$ cat config.mk
export PLATFORM = sky130hd
export DESIGN_NAME = utf8_validate_and_count_unit
export DESIGN_NICKNAME = d
export VERILOG_FILES = /design/src/hw/rtl/u8vc_pkg.sv /design/src/hw/rtl/utf8_validate_and_count_unit.sv
export SDC_FILE = /design/constraint.sdc
export NUM_CORES = 1
export LEC_CHECK = 0
export BUFFER_PORTS_ARGS = -buffer_cell sky130_fd_sc_hd__buf_2
export CAP_MARGIN = 20
export CORE_ASPECT_RATIO = 0.75
export CORE_MARGIN = 1.5
export CORE_UTILIZATION = 40
export CTS_BUF_LIST = sky130_fd_sc_hd__clkbuf_8
export DETAILED_ROUTE_END_ITERATION = 8
export HOLD_SLACK_MARGIN = 0.1
export PLACE_DENSITY = 0.54
export SKIP_CTS_REPAIR_TIMING = 1
export SLEW_MARGIN = 30
export SYNTH_ARGS = -nofsm -noshare
export SYNTH_HDL_FRONTEND = slang
export SYNTH_SLANG_ARGS = --single-unit
$ cat constraint.sdc
create_clock -name clock -period 5.3 [get_ports clock]
set_input_delay 1.06 -clock clock [delete_from_list [all_inputs] [get_ports clock]]
set_output_delay 1.06 -clock clock [all_outputs]
set_load 0.01 [all_outputs]
$ cat src/hw/rtl/u8vc_pkg.sv
// Package: payload types and code point limits for the UTF-8 validate and count unit.
`default_nettype none

package u8vc_pkg;

   localparam int unsigned CP_WIDTH  = 21;
   localparam int unsigned OUT_WIDTH = 16;

   localparam logic [CP_WIDTH-1:0]  CP_TWO_BYTE_MIN   = 21'h00_0080;
   localparam logic [CP_WIDTH-1:0]  CP_THREE_BYTE_MIN = 21'h00_0800;
   localparam logic [CP_WIDTH-1:0]  CP_FOUR_BYTE_MIN  = 21'h01_0000;
   localparam logic [CP_WIDTH-1:0]  CP_BMP_MAX        = 21'h00_FFFF;
   localparam logic [CP_WIDTH-1:0]  CP_MAX            = 21'h10_FFFF;
   localparam logic [CP_WIDTH-1:0]  CP_SURROGATE_LO   = 21'h00_D800;
   localparam logic [CP_WIDTH-1:0]  CP_SURROGATE_HI   = 21'h00_DFFF;
   localparam logic [OUT_WIDTH-1:0] OUT_MAX           = 16'hFFFF;

   localparam logic [2:0] SEQ_LEN_ONE   = 3'd1;
   localparam logic [2:0] SEQ_LEN_TWO   = 3'd2;
   localparam logic [2:0] SEQ_LEN_THREE = 3'd3;
   localparam logic [2:0] SEQ_LEN_FOUR  = 3'd4;

   localparam logic [1:0] CONT_TAG = 2'b10;

   typedef struct packed {
      logic [7:0] data_byte;
      logic       is_last;
   } u8vc_req_type;

   typedef struct packed {
      logic                 valid_res;
      logic [OUT_WIDTH-1:0] scalar_count;
      logic [OUT_WIDTH-1:0] utf16_count;
   } u8vc_rsp_type;

endpackage

`default_nettype wire

$ cat src/hw/rtl/utf8_validate_and_count_unit.sv
// UTF-8 validate and count unit: per-byte decode, running counts, one result per string.
//
//   channel | direction | payload                                   | handshake
//   req     | in        | data_byte, is_last                        | req_valid / req_ready
//   rsp     | out       | valid_res, scalar_count, utf16_count      | rsp_valid / rsp_ready
//
// One byte per cycle while req_ready is high; decode of a byte is short combinational
// logic from the decode state registers into those registers and the result register.
// A string of N bytes gives its result in the cycle after its last byte is accepted.
// Reset clears decode state, counts and the result valid.
// req_ready drops only while a result waits and rsp_ready is low.
`default_nettype none

module utf8_validate_and_count_unit #(
   parameter int unsigned COUNT_WIDTH = 16
) (
   input  wire logic                   clock,
   input  wire logic                   reset,
   input  wire logic                   req_valid,
   output logic                        req_ready,
   input  wire u8vc_pkg::u8vc_req_type req_payload,
   output logic                        rsp_valid,
   input  wire logic                   rsp_ready,
   output u8vc_pkg::u8vc_rsp_type      rsp_payload
);

   localparam int unsigned XW = COUNT_WIDTH + u8vc_pkg::OUT_WIDTH;

   logic [1:0]                      pending_ff, pending_in;
   logic [2:0]                      seq_len_ff, seq_len_in;
   logic [u8vc_pkg::CP_WIDTH-1:0]   partial_ff, partial_in;
   logic                            err_ff, err_in;
   logic [COUNT_WIDTH-1:0]          scalars_ff, scalars_in;
   logic [COUNT_WIDTH-1:0]          units_ff, units_in;
   logic                            rsp_valid_ff;
   u8vc_pkg::u8vc_rsp_type          rsp_data_ff, rsp_data_in;

   logic                            accept;
   logic                            finish;
   logic                            bad;
   logic [u8vc_pkg::CP_WIDTH-1:0]   fin_cp;
   logic [2:0]                      fin_len;
   logic [COUNT_WIDTH:0]            scalar_sum;
   logic [COUNT_WIDTH:0]            unit_sum;
   logic [XW-1:0]                   scalars_x;
   logic [XW-1:0]                   units_x;
   logic                            ok;

   assign accept    = req_valid && req_ready;
   assign req_ready = !rsp_valid_ff || rsp_ready;
   assign rsp_valid = rsp_valid_ff;
   assign rsp_payload = rsp_data_ff;

   always_comb begin
      pending_in = pending_ff;
      seq_len_in = seq_len_ff;
      partial_in = partial_ff;
      err_in     = err_ff;
      scalars_in = scalars_ff;
      units_in   = units_ff;
      finish     = 1'b0;
      fin_cp     = '0;
      fin_len    = '0;
      bad        = 1'b0;
      scalar_sum = '0;
      unit_sum   = '0;
      if (!err_ff) begin
         if (pending_ff == 2'd0) begin
            case (req_payload.data_byte) inside
               [8'h00:8'h7F]: begin
                  finish  = 1'b1;
                  fin_cp  = {14'b0, req_payload.data_byte[6:0]};
                  fin_len = u8vc_pkg::SEQ_LEN_ONE;
               end
               [8'hC0:8'hDF]: begin
                  seq_len_in = u8vc_pkg::SEQ_LEN_TWO;
                  pending_in = 2'd1;
                  partial_in = {16'b0, req_payload.data_byte[4:0]};
               end
               [8'hE0:8'hEF]: begin
                  seq_len_in = u8vc_pkg::SEQ_LEN_THREE;
                  pending_in = 2'd2;
                  partial_in = {17'b0, req_payload.data_byte[3:0]};
               end
               [8'hF0:8'hF7]: begin
                  seq_len_in = u8vc_pkg::SEQ_LEN_FOUR;
                  pending_in = 2'd3;
                  partial_in = {18'b0, req_payload.data_byte[2:0]};
               end
               default: begin
                  err_in = 1'b1;
               end
            endcase
         end else if (req_payload.data_byte[7:6] != u8vc_pkg::CONT_TAG) begin
            err_in = 1'b1;
         end else begin
            partial_in = {partial_ff[14:0], req_payload.data_byte[5:0]};
            pending_in = pending_ff - 2'd1;
            if (pending_ff == 2'd1) begin
               finish  = 1'b1;
               fin_cp  = {partial_ff[14:0], req_payload.data_byte[5:0]};
               fin_len = seq_len_ff;
            end
         end
      end
      if (finish) begin
         bad = (fin_len == u8vc_pkg::SEQ_LEN_TWO   && fin_cp < u8vc_pkg::CP_TWO_BYTE_MIN)   ||
               (fin_len == u8vc_pkg::SEQ_LEN_THREE && fin_cp < u8vc_pkg::CP_THREE_BYTE_MIN) ||
               (fin_len == u8vc_pkg::SEQ_LEN_FOUR  && fin_cp < u8vc_pkg::CP_FOUR_BYTE_MIN)  ||
               (fin_cp > u8vc_pkg::CP_MAX) ||
               (fin_cp >= u8vc_pkg::CP_SURROGATE_LO && fin_cp <= u8vc_pkg::CP_SURROGATE_HI) ||
               (fin_cp == '0);
         if (bad) begin
            err_in = 1'b1;
         end else begin
            scalar_sum = {1'b0, scalars_ff} + (COUNT_WIDTH+1)'(1);
            unit_sum   = {1'b0, units_ff} +
                         ((fin_cp > u8vc_pkg::CP_BMP_MAX) ? (COUNT_WIDTH+1)'(2)
                                                          : (COUNT_WIDTH+1)'(1));
            scalars_in = scalar_sum[COUNT_WIDTH] ? '1 : scalar_sum[COUNT_WIDTH-1:0];
            units_in   = unit_sum[COUNT_WIDTH]   ? '1 : unit_sum[COUNT_WIDTH-1:0];
         end
      end
   end

   assign ok        = !err_in && (pending_in == 2'd0);
   assign scalars_x = XW'(scalars_in);
   assign units_x   = XW'(units_in);

   always_comb begin
      rsp_data_in.valid_res    = ok;
      rsp_data_in.scalar_count = '0;
      rsp_data_in.utf16_count  = '0;
      if (ok) begin
         rsp_data_in.scalar_count = (scalars_x > XW'(u8vc_pkg::OUT_MAX)) ?
                                    u8vc_pkg::OUT_MAX : scalars_x[u8vc_pkg::OUT_WIDTH-1:0];
         rsp_data_in.utf16_count  = (units_x > XW'(u8vc_pkg::OUT_MAX)) ?
                                    u8vc_pkg::OUT_MAX : units_x[u8vc_pkg::OUT_WIDTH-1:0];
      end
   end

   always_ff @(posedge clock) begin
      if (reset) begin
         pending_ff <= '0;
         seq_len_ff <= '0;
         partial_ff <= '0;
         err_ff     <= 1'b0;
         scalars_ff <= '0;
         units_ff   <= '0;
      end else if (accept) begin
         if (req_payload.is_last) begin
            pending_ff <= '0;
            seq_len_ff <= '0;
            partial_ff <= '0;
            err_ff     <= 1'b0;
            scalars_ff <= '0;
            units_ff   <= '0;
         end else begin
            pending_ff <= pending_in;
            seq_len_ff <= seq_len_in;
            partial_ff <= partial_in;
            err_ff     <= err_in;
            scalars_ff <= scalars_in;
            units_ff   <= units_in;
         end
      end
   end

   always_ff @(posedge clock) begin
      if (reset) begin
         rsp_valid_ff <= 1'b0;
      end else if (accept && req_payload.is_last) begin
         rsp_valid_ff <= 1'b1;
      end else if (rsp_ready) begin
         rsp_valid_ff <= 1'b0;
      end
   end

   always_ff @(posedge clock) begin
      if (accept && req_payload.is_last) begin
         rsp_data_ff <= rsp_data_in;
      end
   end

   a_stall_blocks_input: assert property (@(posedge clock) disable iff (reset)
      rsp_valid_ff && !rsp_ready |-> !req_ready)
      else $error("input taken while a result is stalled");

   a_invalid_zero_counts: assert property (@(posedge clock) disable iff (reset)
      rsp_valid_ff && !rsp_data_ff.valid_res |->
         rsp_data_ff.scalar_count == '0 && rsp_data_ff.utf16_count == '0)
      else $error("invalid result carries nonzero counts");

   a_clear_after_last: assert property (@(posedge clock) disable iff (reset)
      accept && req_payload.is_last |=>
         pending_ff == 2'd0 && !err_ff && scalars_ff == '0 && units_ff == '0)
      else $error("decode state not cleared after end of string");

   a_pending_matches_len: assert property (@(posedge clock) disable iff (reset)
      pending_ff != 2'd0 |-> seq_len_ff > {1'b0, pending_ff})
      else $error("pending count disagrees with sequence length");

   a_units_cover_scalars: assert property (@(posedge clock) disable iff (reset)
      rsp_valid_ff && rsp_data_ff.valid_res |->
         rsp_data_ff.utf16_count >= rsp_data_ff.scalar_count)
      else $error("UTF-16 unit count below scalar count");

endmodule

`default_nettype wire

Word-level counts from Yosys, hierarchy flattened
Index checks and enable logic that the tools add are counted.
Word-level totals
  bits in registers: 87
  output and inout port bits: 35
  input bits: 13
Operators by class
  magnitude comparators: 17
  reduce and logical (&&, ||, !) cells: 27
  multiplexer cells: 61
  equality and inequality tests: 10
  $add $sub $neg: 3
Operator list (number)
  $mux 16: 10
  $mux 15: 8
  $mux 21: 4
  $mux 3: 11
  $gt 16x16->1 const B: 2
  $ge 8x8->1 const B: 3
  $le 8x8->1 const B: 3
  $ge 21x16->1 const B: 1
  $gt 21x16->1 const B: 1
  $gt 21x21->1 const B: 1
  $le 21x16->1 const B: 1
  $logic_not 21->1: 1
  $lt 21x12->1 const B: 1
  $lt 21x17->1 const B: 1
  $lt 21x8->1 const B: 1
  $mux 1: 18
  $mux 2: 9
  $add 16x1->17 const B: 1
  $add 16x2->17: 1
  $logic_and 1x1->1: 11
  $reduce_and 5->1: 2
  $ge 8x1->1 const B: 1
  $le 8x7->1 const B: 1
  $mux 7: 1
  other kinds (12): 24

Longest topological paths before layout
Gate-level depths: netlist (run 1).
  depth in word-level cells: 16
  gate-level depth with buffers: 16
  gate-level depth less buffers: 14

Least setup slack after synthesis (run 1)
No wires, ideal clock.
  path kind: input-to-reg
  start: input port req_payload[7] (netlist name)
  end: register rsp_data_ff, in the netlist rsp_payload[10], data pin
  stages: 11
  library setup time: 150 ps
  data arrival time: 3791 ps
  slack: 1359 ps
  cell sequence: buf_6 -> nor4b_4 -> nand2_1 -> or2_2 -> fa_1 -> nor2_1 -> nand3_1 -> nor3_1 -> clkbuf_1 -> nor4_1 -> nor3_2
Between the ends
  word-level cells in the longest chain between the ends: 16
  elaborated cells on any way between the ends: 71
Ends and longest elaborated chain
  start: declaration: line utf8_validate_and_count_unit.sv:21  | input wire u8vc_pkg::u8vc_req_type req_payload,
  parallel branches: the longest is 16 deep, another holds $gt 21x16->1
  end signal: assignment: line utf8_validate_and_count_unit.sv:181  | rsp_data_ff <= rsp_data_in;
  end: declaration: line utf8_validate_and_count_unit.sv:36  | u8vc_pkg::u8vc_rsp_type rsp_data_ff, rsp_data_in;
Parallel ways; which one is timed is not known.
A chain may end at the register's enable or synchronous reset.

Worst setup path after layout (run 1)
  start: register pending_ff[0]
  end: register rsp_data_ff, in the netlist rsp_payload[11], data pin
Between the ends
  word-level cells in the longest chain between the ends: 16
  elaborated cells on any way between the ends: 56
Ends and longest elaborated chain
  start: declaration: line utf8_validate_and_count_unit.sv:29  | logic [1:0] pending_ff, pending_in;
  start signal: assignment: line utf8_validate_and_count_unit.sv:159  | pending_ff <= pending_in;
  parallel branches: the longest is 16 deep, another holds $gt 21x16->1
Parallel ways; which one is timed is not known.

==> results of run 1 <==
## synth_stat cells, types with 4 or more instances
master	number
o41ai_1	6
nand3_1	28
nor4_1	6
a311oi_2	6
a311oi_1	7
edfxtp_1	33
nor3b_1	4
buf_2	6
dfxtp_1	54
a21o_1	5
ha_1	5
nor3_2	5
and3_1	11
nor2_1	42
buf_6	7
nand2b_1	4
inv_1	15
o21a_1	4
nand3b_1	5
nor3_1	19
nand4_1	6
clkbuf_1	19
nand2_1	54
a21oi_1	67
a31oi_1	13
a211oi_1	16
o21ai_0	12
## sequential cells by signal (all words and copies together) (netlist names)
name         cells
partial_ff      15
scalars_ff      16
units_ff        16
err_ff           1
pending_ff       2
rsp_payload     33
rsp_valid        1
seq_len_ff       3
## worst paths after layout
kind / end / cells after the start / from
worst max register to register: rsp_payload[11] / 12 / pending_ff[0]
worst min register to register: partial_ff[12] / 2 / partial_ff[12]
worst max-delay path: rsp_payload[11] / 12 / pending_ff[0]
worst min-delay path: partial_ff[12] / 2 / partial_ff[12]
## stage by stage
| stage | utilization | cell area, um^2 | setup WS [ns] |
|---|---|---|---|
| final | 0.461 | 5350 | 1.18 |
| after global routing | 0.461 | 5350 | 0.863 |
| after CTS | 0.461 | 5350 | 1.19 |
| after detailed placement | 0.440 | 5110 | 0.937 |
| after global placement | 0.436 | 5070 | 1.01 |
| after floorplan | - | 4780 | 1.36 |
## per-layer routing
metal	up-vias	routed length, um	global-route usage
met2	140	5390	0.303
met5	-	0	0
met1	2052	6500	0.315
met4	0	228	0.0778
li1	2070	-	-
met3	22	793	0.0468
## critical path: stages (launching register included)
cell,delay (ns)
dfxtp_1,0.43
inv_1,0.07
ha_1,0.43
nor4b_4,0.36
nand2_1,0.15
or2_2,0.36
fa_1,0.45
nor2_1,0.33
nand3_1,0.25
or3_1,0.56
o21ai_0,0.17
nand2_1,0.09
a221oi_1,0.30
## cells by family (layout without fill, tap and decap cells)
family          after synthesis  after routing  synth area share
compound gates              167            167             0.244
fa+ha+maj                     6              6            0.0173
buf+inv                      52             87            0.0583
flops                        87             87             0.433
mux                           3              3           0.00628
simple gates                215            215             0.241
## report_power, final
| part | switching (mW) | leakage, nW | internal, mW |
|---|---|---|---|
| sequential | 0.00838 | 0.735 | 0.708 |
| clock | 0.247 | 0.124 | 0.325 |
| combinational | 0.135 | 0.922 | 0.0523 |
| total | 0.391 | 1.78 | 1.09 |
## cell type report
| cell class | instances | area [um^2] |
|---|---|---|
| multi-input combinational | 391 | 2460 |
| sequential | 87 | 2070 |
| fill | 1137 | 6260 |
| timing repair buffer | 55 | 315 |
| clock buffer | 10 | 138 |
| clock inverter | 6 | 108 |
| tap | 162 | 203 |
| inverter | 16 | 60.1 |
## placed cells by master (no fill, tap or decap), types with 4 or more instances in the layout
cell | Yosys | routed
a21oi_1 | 67 | 67
nor3_1 | 19 | 18
dfxtp_1 | 54 | 54
a31oi_1 | 13 | 13
clkbuf_8 | 0 | 10
nor2_1 | 42 | 41
o41ai_1 | 6 | 6
a311oi_2 | 6 | 6
nor4_1 | 6 | 6
a21o_1 | 5 | 5
nand4_1 | 6 | 6
nand2b_1 | 4 | 4
nor3_2 | 5 | 5
nor3b_1 | 4 | 4
a211oi_1 | 16 | 16
buf_4 | 2 | 7
inv_1 | 15 | 16
edfxtp_1 | 33 | 33
nand3b_1 | 5 | 5
buf_2 | 6 | 47
ha_1 | 5 | 5
and3_1 | 11 | 11
nand2_1 | 54 | 54
o21ai_0 | 12 | 12
o21a_1 | 4 | 4
a311oi_1 | 7 | 7
nand3_1 | 28 | 28
==> qor.csv, run 1 <==
stage,metric,value,unit
yosys,ys_ff_latch,87,
worst_setup_path,worst_setup_path_end_kind,flip-flop,
route,post_drt_wl_per_cell,17.8,um
placed_design,dp_hpwl,8670,um
grt,grt_pass1_wl,20900,um
grt,grt.total_usage,0.213,
yosys,synth_flop_cell,dfxtp_1,
yosys,synth_edf_count,33,
power,p_per_area,276,mW/mm^2
sta,worstMarginPinSlew,0.933,ns
die,rows,34,
sta,rsz0062_at_grt,false,
yosys,yosysWarningCount,0,
yosys,avgSynthCellArea,9.03,um^2
outcome,status,"complete, no violations",
final_layout,fin_cells,727,
worst_setup_path,arrival,4.30,ns
placed_design,place_inst,711,
sta,fin_skew,0.00877,ns
die,die_x,129,um
power,vdd_drop_max,115,uV
sta,hold_slack,0.454,ns
yosys,netlist_area,0.00478,mm^2
route,drc_errors,0,
clock_tree,cts_max_level,3,
power,power,1.48,mW
grt,grt_overflow,0,
sta,min_period_over_period,0.777,
sta,tns,0,ns
yosys,synthCells,530,
die,dieHeight,97.7,um
worst_setup_path,critPathKind,reg2reg,
yosys,synth.distinct_cells,74,
worst_setup_path,cp_max_fo,18,
clock_tree,numCtsBuffers,9,
route,wl,12900,um
placed_design,port_buffers,47,
clock_tree,cts_tree,done,
sta,hold_violations,0,
route,via_per_inst,5.89,
final_layout,nNetsFinal,579,
sta,slew_violations,0,
clock_tree,worstSkewPairLatency,0.37,ns
yosys,yosysTopAreaCell,dfxtp_1,
yosys,synth_async_sr_flop_share,0,
grt,antenna_found_initial,0,
sta,fmax,0.243,GHz
route,drtIter0Drc,350,
grt,grt_max_degree,28,
worst_setup_path,required,5.48,ns
die,core,0.0116,mm^2
worst_setup_path,critPathLaunchType,flip-flop,
route,drt_first_pass_iters,6,
placed_design,gp_congestion,0.887,
final_layout,drive_above_1_share,0.186,
clock_tree,clockRootBuffer,clkbuf_8,
clock_tree,path_clk_slew,0.09,ns
die,initial_core_util,0.412,
yosys,synth_top_area_frac,0.226,
worst_hold_path,min_path_type,reg2reg,
grt,grt_pass1_vias,4023,
clock_tree,cts.sinks,87,
job,maxCapViolCount,0,
clock_tree,cts_buffer_depth,2,
final_layout,num_antenna_cells,0,
power,p_leak,1.78,nW
sta,setup_violations,0,
route,vias,4284,
sta,max_slew_margin,0.373,
yosys,yosysSeqAreaShare,0.433,
yosys,synth_nets,549,
die,num_io_pins,48,
final_layout,area_growth,11.8,%
route,drtAntennaViolNets,0,
die,dieArea,0.0126,mm^2
yosys,synth_area_leaders,"dfxtp_1 23%, edfxtp_1 21%, a21oi_1 7.0%, nand2_1 4.2%, nor2_1 3.3%",
worst_setup_path,r2r_slack,1.18,ns
sta,fin_crit,4.12,ns
Note: power is estimated with default switching activity, not from simulation.
==> run 2: changes to the inputs <==
--- a/config.mk
+++ b/config.mk
@@ -5,6 +5,7 @@
 export SDC_FILE = /design/constraint.sdc
 export NUM_CORES = 1
 export LEC_CHECK = 0
+export ABC_AREA = 1
 export BUFFER_PORTS_ARGS = -buffer_cell sky130_fd_sc_hd__buf_2
 export CAP_MARGIN = 20
 export CORE_ASPECT_RATIO = 0.75
@@ -13,7 +14,7 @@
 export CTS_BUF_LIST = sky130_fd_sc_hd__clkbuf_8
 export DETAILED_ROUTE_END_ITERATION = 8
 export HOLD_SLACK_MARGIN = 0.1
-export PLACE_DENSITY = 0.54
+export PLACE_DENSITY = 0.56
 export SKIP_CTS_REPAIR_TIMING = 1
 export SLEW_MARGIN = 30
 export SYNTH_ARGS = -nofsm -noshare
==> constraint.sdc (replaced) <==
create_clock -name clock -period 3.6 [get_ports clock]
set_input_delay 0.72 -clock clock [delete_from_list [all_inputs] [get_ports clock]]
set_output_delay 0.72 -clock clock [all_outputs]
set_load 0.01 [all_outputs]
==> run 2 against run 1 <==
Effect of this change: clock power increased by 17%; final cell count rose by 33%; register-to-register slack worse by 0.83 ns; combinational power is 140% higher; utilization grew 0.40 points; non-clock buffer count is 9 higher; power up 51%; largest power group unchanged.
==> qor.csv, run 2 <==
stage,metric,value,unit,change
outcome,status,"complete, no violations",,
clock_tree,cts_tree,done,,
yosys,synth_edf_count,33,,unchanged
placed_design,port_buffers,47,,unchanged
yosys,yosysTopAreaCell,dfxtp_1,,
route,via_per_inst,5.28,,-10%
die,initial_core_util,0.415,,+0.00311
grt,grt_pass1_wl,23300,um,+11%
grt,grt.total_usage,0.215,,+0.00183
final_layout,multi_input_area,0.00267,mm^2,+8.6%
worst_setup_path,critPathKind,reg2reg,,
route,drt_first_pass_iters,5,,-1
final_layout,final_cell_mix,"194 x nand2_1, 100 x nor2_1, 75 x inv_1",,
yosys,avgSynthCellArea,6.86,um^2,-24%
route,wl,14000,um,+8.6%
yosys,ys_ff_latch,87,,unchanged
yosys,netlist_area,0.00516,mm^2,+7.9%
clock_tree,numCtsBuffers,9,,unchanged
worst_setup_path,arrival,3.46,ns,-0.84 ns
worst_setup_path,required,3.81,ns,-1.67 ns
worst_setup_path,rr_endpoint,rsp_payload[3],,
yosys,synth_fa_ha_area_frac,0.0160,,-0.00126
final_layout,drive_above_1_share,0.124,,-0.0619
worst_setup_path,r2r_slack,0.35,ns,-0.83 ns
worst_setup_path,path_cells,inv_1 > ha_1 > nor2_4 > inv_2 > nor2_2 > nand2_1 > fa_1 > inv_1 > nand2_1 > nor3_2 > nand3_1 > nor2_1 > buf_4 > nor3b_1 > nand4_1 > nand2_1 > nor2_1,,
sta,fin_skew,0.0125,ns,+0.00376 ns
worst_hold_path,hp-start,partial_ff[0],,
route,post_drt_wl_per_cell,14.5,um,-18%
die,dieArea,0.0136,mm^2,+7.7%
clock_tree,clockRootBuffer,clkbuf_8,,
final_layout,area_growth,12.0,%,
final_layout,largest_reg_flops,33,,unchanged
yosys,synthXorXnorAreaFrac,0.0221,,+0.0221
job,maxCapViolCount,0,,unchanged
grt,grt_max_degree,39,,+39%
yosys,synth.distinct_cells,34,,-54%
sta,fin_crit,3.25,ns,-0.868 ns
worst_setup_path,critPathLaunchType,flip-flop,,
final_layout,nNetsFinal,813,,+40%
grt,antenna_found_initial,0,,unchanged
power,power,2.23,mW,+51%
yosys,synthSimpleGateAreaFrac,0.374,,+0.133
yosys,synth_area_leaders,"dfxtp_1 21%, edfxtp_1 19%, nand2_1 14%, nor2_1 7.4%, a21oi_1 6.7%",,
clock_tree,path_clk_slew,0.09,ns,about the same
clock_tree,cts_max_level,3,,unchanged
sta,min_period_over_period,0.903,,+0.126
clock_tree,worstSkewPairLatency,0.37,ns,about the same
sta,rsz0062_at_grt,false,,
die,dieHeight,101,um,+3.8%
sta,max_slew_margin,0.540,,+0.167
worst_setup_path,r2r_cells,17,,+5
yosys,synth_mux_area_frac,0,,-0.00628
route,drtIter0Drc,439,,+25%
worst_setup_path,slowest_stage,fa_1,,
yosys,synth_async_sr_flop_share,0,,unchanged
worst_setup_path,max_stage_delay,0.43,ns,-0.13 ns
sta,setup_slack,0.350,ns,-0.832 ns
die,num_io_pins,48,,unchanged
yosys,synth_compound_area_frac,0.102,,-0.142
worst_hold_path,hold_path_depth,2,,unchanged
sta,fmax,0.308,GHz,+27%
yosys,yosysWarningCount,0,,unchanged
sta,hold_violations,0,,unchanged
power,p_leak,2.36,nW,+33%
yosys,synthCells,753,,+42%
yosys,synth_most_common_cell,nand2_1,,
route,wl_met3,856,um,+7.9%
sta,slew_violations,0,,unchanged
die,die_x,134,um,+3.8%
die,core,0.0124,mm^2,+7.1%
clock_tree,cts_buffer_depth,2,,unchanged
yosys,synth_flop_cell,dfxtp_1,,
placed_design,gp_congestion,0.931,,+5.0%
final_layout,nFillCells,1332,,+17%
worst_setup_path,cpMostUsedCell,nand2_1,,
yosys,synth_top_family_by_area,simple AND/OR/NAND/NOR gates,,
placed_design,dp_hpwl,9670,um,+12%
power,vdd_drop_max,245,uV,+110%
route,drtAntennaViolNets,0,,unchanged
route,vias,5097,,+19%
route,topRoutingLayerUsed,met4,,
sta,setup_violations,0,,unchanged
clock_tree,cts.sinks,87,,unchanged
route,met2_length,5830,um,+8.1%
final_layout,regArea,0.00207,mm^2,unchanged
worst_hold_path,min_path_type,reg2reg,,
yosys,synth_nets,772,,+41%
route,wl_met1,7210,um,+11%
die,rows,35,,+2.9%
worst_setup_path,cp_max_fo,6,,-12
worst_hold_path,holdPathEnd,partial_ff[0],,
final_layout,layout_commonest_cell,nand2_1,,
sta,tns,0,ns,unchanged
route,drc_errors,0,,unchanged
grt,grt_overflow,0,,unchanged
final_layout,num_antenna_cells,0,,unchanged
power,p_per_area,386,mW/mm^2,+40%
yosys,yosysSeqAreaShare,0.401,,-0.0317
yosys,synthTopCellsByCount,"194 x nand2_1, 102 x nor2_1, 72 x inv_1",,
yosys,synth_top_area_frac,0.209,,-0.0165
worst_setup_path,worstReg2RegStart,pending_ff[0],,
placed_design,pre_cts_ws,0.273,ns,-0.664 ns
grt,grt_pass1_vias,4666,,+16%
sta,worstMarginPinSlew,0.687,ns,-0.246 ns
worst_setup_path,crit_path_start,pending_ff[0],,
worst_setup_path,worst_setup_path_end_kind,flip-flop,,
-- run 2: cell families after synthesis --
kind of cell / count (synthesis)
AOI/OAI and AO/OA: 98
xor gates and xnor gates: 13
adders and majority gates: 6
buffers and inverters: 111
DFF: 87
and+or+nand+nor: 438
-- run 2: worst max-delay path: cells and delay by family, from the launching register on --
family / cells / cell delay [ns]
adders and majority gates: 2 / 0.68
DFF: 1 / 0.39
buffers and inverters: 4 / 0.44
and+or+nand+nor: 11 / 1.58
-- run 2: worst max path at each step --
stage	endpoint	slack [ns]	cells after the start
floorplan	rsp_payload[14]	0.51	17
global placement	rsp_payload[10]	0.38	18
detailed placement	rsp_payload[10]	0.27	18
CTS	rsp_payload[3]	0.39	17
global route	rsp_payload[3]	0.08	17
finish	rsp_payload[3]	0.35	17
-- run 2: stage by stage --
step                      instance area (um^2)  cells  utilization  hold slack, ns
after floorplan                           5160    753            -           0.437
after global placement                    5600    949        0.450           0.454
after detailed placement                  5600    949        0.450           0.467
after CTS                                 5780    965        0.465           0.481
after global routing                      5780    965        0.465           0.492
final                                     5780    965        0.465           0.477
-- run 2: final cells by class --
type / count / share of cell area
Sequential cell: 87 / 0.358
Inverter: 77 / 0.0500
Clock buffer: 9 / 0.0214
Clock inverter: 7 / 0.00996
Multi-Input combinational cell: 555 / 0.461
Tap cell: 166 / 0.0359
Timing Repair Buffer: 64 / 0.0628
-- run 2: layer usage --
metal | up-vias | GRT usage
met5 | - | 0
met4 | 0 | 0.0579
met1 | 2365 | 0.317
met3 | 13 | 0.0405
li1 | 2576 | -
met2 | 143 | 0.322
-- run 2: report_power, final --
part / total (mW) / internal [mW] / leakage, nW / switching [mW]
Clock: 0.667 / 0.312 / 0.107 / 0.356
Combinational: 0.442 / 0.137 / 1.50 / 0.306
Sequential: 1.12 / 1.09 / 0.752 / 0.0353
Total: 2.23 / 1.53 / 2.36 / 0.696
